## src/sv/esc_pkg.sv

```systemverilog
// Package for the environmental sensor compensation block: widths, register
// indexes and small helpers shared by the pipeline modules. No dependencies.
package esc_pkg;

    localparam int RAW_T_W    = 20;
    localparam int RAW_P_W    = 20;
    localparam int RAW_H_W    = 16;
    localparam int CFG_DATA_W = 48;
    localparam int CFG_IDX_W  = 3;
    localparam int IN_TDATA_W = 56;
    localparam int OUT_TDATA_W = 88;
    localparam int QUO_W      = 64;

    typedef enum logic [CFG_IDX_W-1:0] {
        REG_TEMP_CALIB    = 3'd0,
        REG_PRESS_CALIB_A = 3'd1,
        REG_PRESS_CALIB_B = 3'd2,
        REG_PRESS_CALIB_C = 3'd3,
        REG_HUM_CALIB_A   = 3'd4,
        REG_HUM_CALIB_B   = 3'd5
    } reg_idx_t;

    typedef struct packed {
        logic [47:0] temp_calib;
        logic [47:0] press_a;
        logic [47:0] press_b;
        logic [47:0] press_c;
        logic [39:0] hum_a;
        logic [23:0] hum_b;
    } calib_t;

    // Results that travel from the compute pipeline to the output stage
    typedef struct packed {
        logic signed [31:0] temperature_centi;
        logic signed [31:0] pressure_centi_pa;
        logic               pressure_valid;
        logic [16:0]        humidity_q10;
    } result_t;

endpackage

```

## src/sv/esc_cfg.sv

```systemverilog
// Calibration register file written through the plain configuration port.
// Depends on esc_pkg.
module esc_cfg
    import esc_pkg::*;
(
    input  logic                  clk,
    input  logic                  rst_n,
    input  logic                  cfg_we,
    input  logic [CFG_IDX_W-1:0]  cfg_index,
    input  logic [CFG_DATA_W-1:0] cfg_data,
    output calib_t                cal
);

    calib_t cal_reg;

    // Latch the addressed word, drop unknown indexes
    always_ff @(posedge clk or negedge rst_n)
    begin
        if (!rst_n)
        begin
            cal_reg <= '0;
        end
        else if (cfg_we)
        begin
            unique case (cfg_index)
                REG_TEMP_CALIB:    cal_reg.temp_calib <= cfg_data;
                REG_PRESS_CALIB_A: cal_reg.press_a    <= cfg_data;
                REG_PRESS_CALIB_B: cal_reg.press_b    <= cfg_data;
                REG_PRESS_CALIB_C: cal_reg.press_c    <= cfg_data;
                REG_HUM_CALIB_A:   cal_reg.hum_a      <= cfg_data[39:0];
                REG_HUM_CALIB_B:   cal_reg.hum_b      <= cfg_data[23:0];
                default:           cal_reg            <= cal_reg;
            endcase
        end
    end

    assign cal = cal_reg;

endmodule

```

## config.mk

```make
export PLATFORM = sky130hd
export DESIGN_NAME = esc_cfg
export DESIGN_NICKNAME = d
export VERILOG_FILES = /design/src/sv/esc_pkg.sv /design/src/sv/esc_cfg.sv
export SDC_FILE = /design/constraint.sdc
export NUM_CORES = 1
export LEC_CHECK = 0
export BUFFER_PORTS_ARGS = -buffer_cell sky130_fd_sc_hd__buf_2
export CAP_MARGIN = 20
export CORE_MARGIN = 10
export CORE_UTILIZATION = 30
export DETAILED_ROUTE_END_ITERATION = 10
export MAX_ROUTING_LAYER = met4
export PLACE_DENSITY = 0.58
export SLEW_MARGIN = 25
export SYNTH_ARGS = -nofsm -noshare
export SYNTH_HDL_FRONTEND = slang
export SYNTH_SLANG_ARGS = --single-unit
```

## constraint.sdc

```tcl
create_clock -name clk -period 0.9 [get_ports clk]
set_clock_uncertainty 0.15 [all_clocks]
set_input_delay 0 -clock clk [delete_from_list [all_inputs] [get_ports clk]]
set_output_delay 0 -clock clk [all_outputs]
set_load 0.02 [all_outputs]
```

Yosys cells after proc, flatten, opt, wreduce, memory -nomap -nowiden
Index checks and enable logic that the tools add are counted. W data, S select, Z words.

Flip-flop bits (word level): 256. Word-level logic and storage cells: 18.

Eq/ne operators: 5. Reduce and logical (&&, ||, !) cells: 7.

Operator list (number): $reduce_and A2 Y1 (6); $eq A3 B2 Y1 const B (2); $eq A3 B3 Y1 const B (2); $eq A3 B1 Y1 const B (1); $logic_not A3 Y1 (1).

Logic depth before layout (Yosys ltp)
Word-level depth: 2. Depth in mapped cells: 4. Gate-level depth less buffers: 2.

Worst setup path after synthesis
Ideal clock, no wire load.

Path kind: input to register. Start point: in cfg_index[1]. End point: reg cal_reg (netlist bit cal[223]). Library setup time: 125 ps. Arrival: 987 ps. Data required time: 625 ps. Setup slack: -362 ps. Stages: 4. Cell sequence: nor4b_2 -> buf_4 -> buf_6 -> mux2_2.

Longest elaborated chain between the ends: 2.

Ends and longest elaborated chain: from (decl) (line esc_cfg.sv:9) `input logic [CFG_IDX_W-1:0] cfg_index,`; $logic_not A3 Y1 (line esc_cfg.sv:25) `unique case (cfg_index)`; $reduce_and A2 Y1 (no line); to (signal assigned) (line esc_cfg.sv:32) `default: cal_reg <= cal_reg;`; to (decl) (line esc_cfg.sv:14) `calib_t cal_reg;`.

No other way between the ends. A chain may end at the register's enable or synchronous reset.

Final worst setup path
Start point: reg cal_reg (netlist bit cal[30]). End point: out cal[30] in the netlist's numbering.

RTL lines: to (decl) (line esc_cfg.sv:11) `output calib_t cal`.

No word-level cell between the ends.

==> impl_results.md <==
* Crit path largest cell delay at 420 ps
* Post-route DRC violation count at 0
* Layout cells sized above 1 at 0.7554
* Setup crit end kind: output port
* Leak at 0.009018 µW
* Starting Density at 0.3021
* Worst R2R End: cal[236]$_DFFE_PN0P_
* Violated checks: negative hold slack, negative setup slack
* Number of flip-flops in the largest register at 256
* RSZ-0062 raised after global routing: true
* Top post-synthesis cells by area: dfrtp_1 (66%), mux2_2 (22%), mux2_4 (9.2%)
* Final Critical Period at 1360 ps
* N_diodes at 0
* # fillers at 2397
* Largest net degree at the start of global routing at 58
* Final Setup Violations at 696
* Clock share of power at 0.243
* Switching part of the total power at 0.3014
* Final Slew Violations at 0
* DIE AREA at 40220 µm²
* Drt wl/cell at 21.40 µm
* Max Fanout on Critical Path at 2
* First-pass DRT Iterations at 4
* Vias at 7244
* CTS tree: yes
* CP max-delay cell: dfrtp_1
* Site row count at 66
* H-tree Lvls at 1
* IO Pins at 310
* Core Box Area at 32370 µm²
* Max_slew headroom at 0.5250
* Synth top cells by count: dfrtp_1 (256), mux2_2 (192), mux2_4 (60), buf_2 (15), buf_6 (10)
* Gate power share at 0.413
* Max-cap violations at 0
* First-pass GRT wire length at 52210 µm
* Area grow syn2layout at 89.42%
* Crit path cell chain: buf_6 > buf_6
* CP arrival at 1210 ps
* Yosys cell types at 11
* GR Overflow Total at 0
* CTS Sinks at 256
* Critical Path Most Common Cell: buf_6
* WS Path Type: register to output port
* CP Launch Type: register
* Vias per cell at 4.385
* Synth Cell Area at 9779 µm²
* Gpl congestion at 0.7635
* Antenna Nets Post-Route at 0
* Worst hold margin at -123.2 ps
* WL final at 35360 µm
* Synth top area share at 0.6551
* Syn Nets at 598
* Final Cycle Share at 1.511
* Post-synthesis instance total at 544
* Worst R2R Setup Slack at -260 ps
* Worst setup margin at -460.3 ps
* Hold Fails Final Rpt at 5
* CP required at 750 ps
* Buffers added on ports at 309
* Max clock buf depth at 3
* First DRT Iteration DRCs at 229
* Seq/Total Area, Yosys at 0.6551
* Post-synth EDFFs at 0
* P_sw at 14270 µW
* TritonCTS Buffers at 29
* Worst Tran Pin Value at 710.1 ps
* P_int at 33090 µW
* Crit path max-delay family: flip-flops
* Clock Root Buffer: clkbuf_16
* Clock latency on the worst-skew pair at 540 ps
* Setup TNS Final at -130200 ps
* Fin util at 0.5722
* Nets at 1245
* FF-to-FF path depth at 3
* Chip height at 200.6 µm
* CP bufs+invs at 2
* Pwr/cell area at 2557 nW/µm²
* Synth async-reset ratio at 1.000
* Worst vdd ir at 1825 µV
* Syn Area/Cell at 17.98 µm²
* Max Fclk at 735.1 MHz
* Register bit total from synthesis at 256
* Number of global-route vias before repair at 8290
* Clock-pin slew of the registers on the worst-case setup and hold paths at 60 ps
* Gr usage total at 0.1675
* Min-Delay Path Class: input pin to asynchronous set/reset pin
* Status: complete, but fails checks
* Ys Warns at 0
* Leading area contributor after synthesis: dfrtp_1
* R2r startpoint: cal[236]$_DFFE_PN0P_
* DP HPWL at 21280 µm
* Die W at 200.6 µm
* Sequential fraction of design power at 0.344
* Most frequent cell after synthesis: dfrtp_1
* Antenna violations before repair at 0
* Predominant post-synthesis flop cell: dfrtp_1
## final cells by class
type | instances | area [µm²] | share of cell area
Tap cell | 442 | 553.0 | 0.02985
Clock inverter | 6 | 57.56 | 0.003107
Multi-Input combinational cell | 262 | 3727 | 0.2012
Timing Repair Buffer | 642 | 6895 | 0.3722
Clock buffer | 44 | 862.1 | 0.04654
Sequential cell | 256 | 6429 | 0.3470
## logic make-up (layout without fill, tap and decap cells)
logic type,after synthesis,count (layout),share of synthesized area
buffers and inverters,26,692,0.01996
DFF,256,256,0.6551
muxes,256,256,0.3178
and+or+nand+nor,6,6,0.007164
## layer usage
layer  track usage  wire (µm)  vias to the layer above
li1              -          -                     3214
met1        0.2083      15460                     3766
met2        0.2696      17230                      215
met3       0.04438       1958                       49
met4       0.03570        705                        0
met5             -          0                        -
## worst reg2reg max path, stage by stage, from the launching register on
cell and delay (ps):
dfrtp_1 410, buf_6 130, buf_6 100, mux2_4 260
## worst max path at each step
stage               cells past startpoint                 start  slack (ps)                    to
floorplan                               4          cfg_index[2]        -300  cal[223]$_DFFE_PN0P_
CTS                                     2   cal[66]$_DFFE_PN0P_        -480               cal[66]
global placement                        5          cfg_index[2]        -530  cal[227]$_DFFE_PN0P_
finish                                  2   cal[30]$_DFFE_PN0P_        -460               cal[30]
detailed placement                      5          cfg_index[2]        -560  cal[236]$_DFFE_PN0P_
global route                            2  cal[169]$_DFFE_PN0P_        -500              cal[169]
## power by group through the flow
stage          registers, µW  clock network [µW]  logic [µW]
6_report               16300               11500       19600
4_1_cts                16000               11800       18400
3_5_place_dp           15600                   0       12600
3_3_place_gp           15600                   0       12500
5_1_grt                16600               12300       20500
2_1_floorplan          18700                   0        3340
## metrics by stage
step | power (µW) | worst slack (ps) | std cells | cell area, µm²
6_report | 47360 | -460.3 | 1652 | 18520
4_1_cts | 46200 | -477.6 | 1624 | 17820
3_5_place_dp | 28250 | -563.3 | 1430 | 13540
2_1_floorplan | 22070 | -299.7 | 544 | 10310
5_1_grt | 49340 | -500.0 | 1652 | 18520
3_3_place_gp | 28090 | -528.0 | 1430 | 13540
## cells in the final DEF (no fill, tap or decap)
master / n
clkbuf_1: 7
clkbuf_16: 32
buf_2: 50
buf_12: 16
and4bb_4: 3
nand4b_1: 2
buf_4: 43
buf_16: 1
mux2_4: 201
dfrtp_2: 18
nor4b_4: 1
clkinv_2: 4
clkinvlp_4: 1
mux2_2: 55
bufinv_16: 1
buf_8: 1
dlygate4sd3_1: 49
clkbuf_8: 8
dfrtp_1: 238
buf_6: 479
## timing repair
action / 4_1_cts / 5_1_grt
pin swaps: 0 / 1
hold endpoints to repair: 512 / 258
buffers inserted: 95 / 62
resized for setup: 660 / 130
endpoints found under the setup margin: 437 / 750
hold buffers: 49 / 1
gates cloned: 0 / 3
Power figures use the tool's default switching activity.
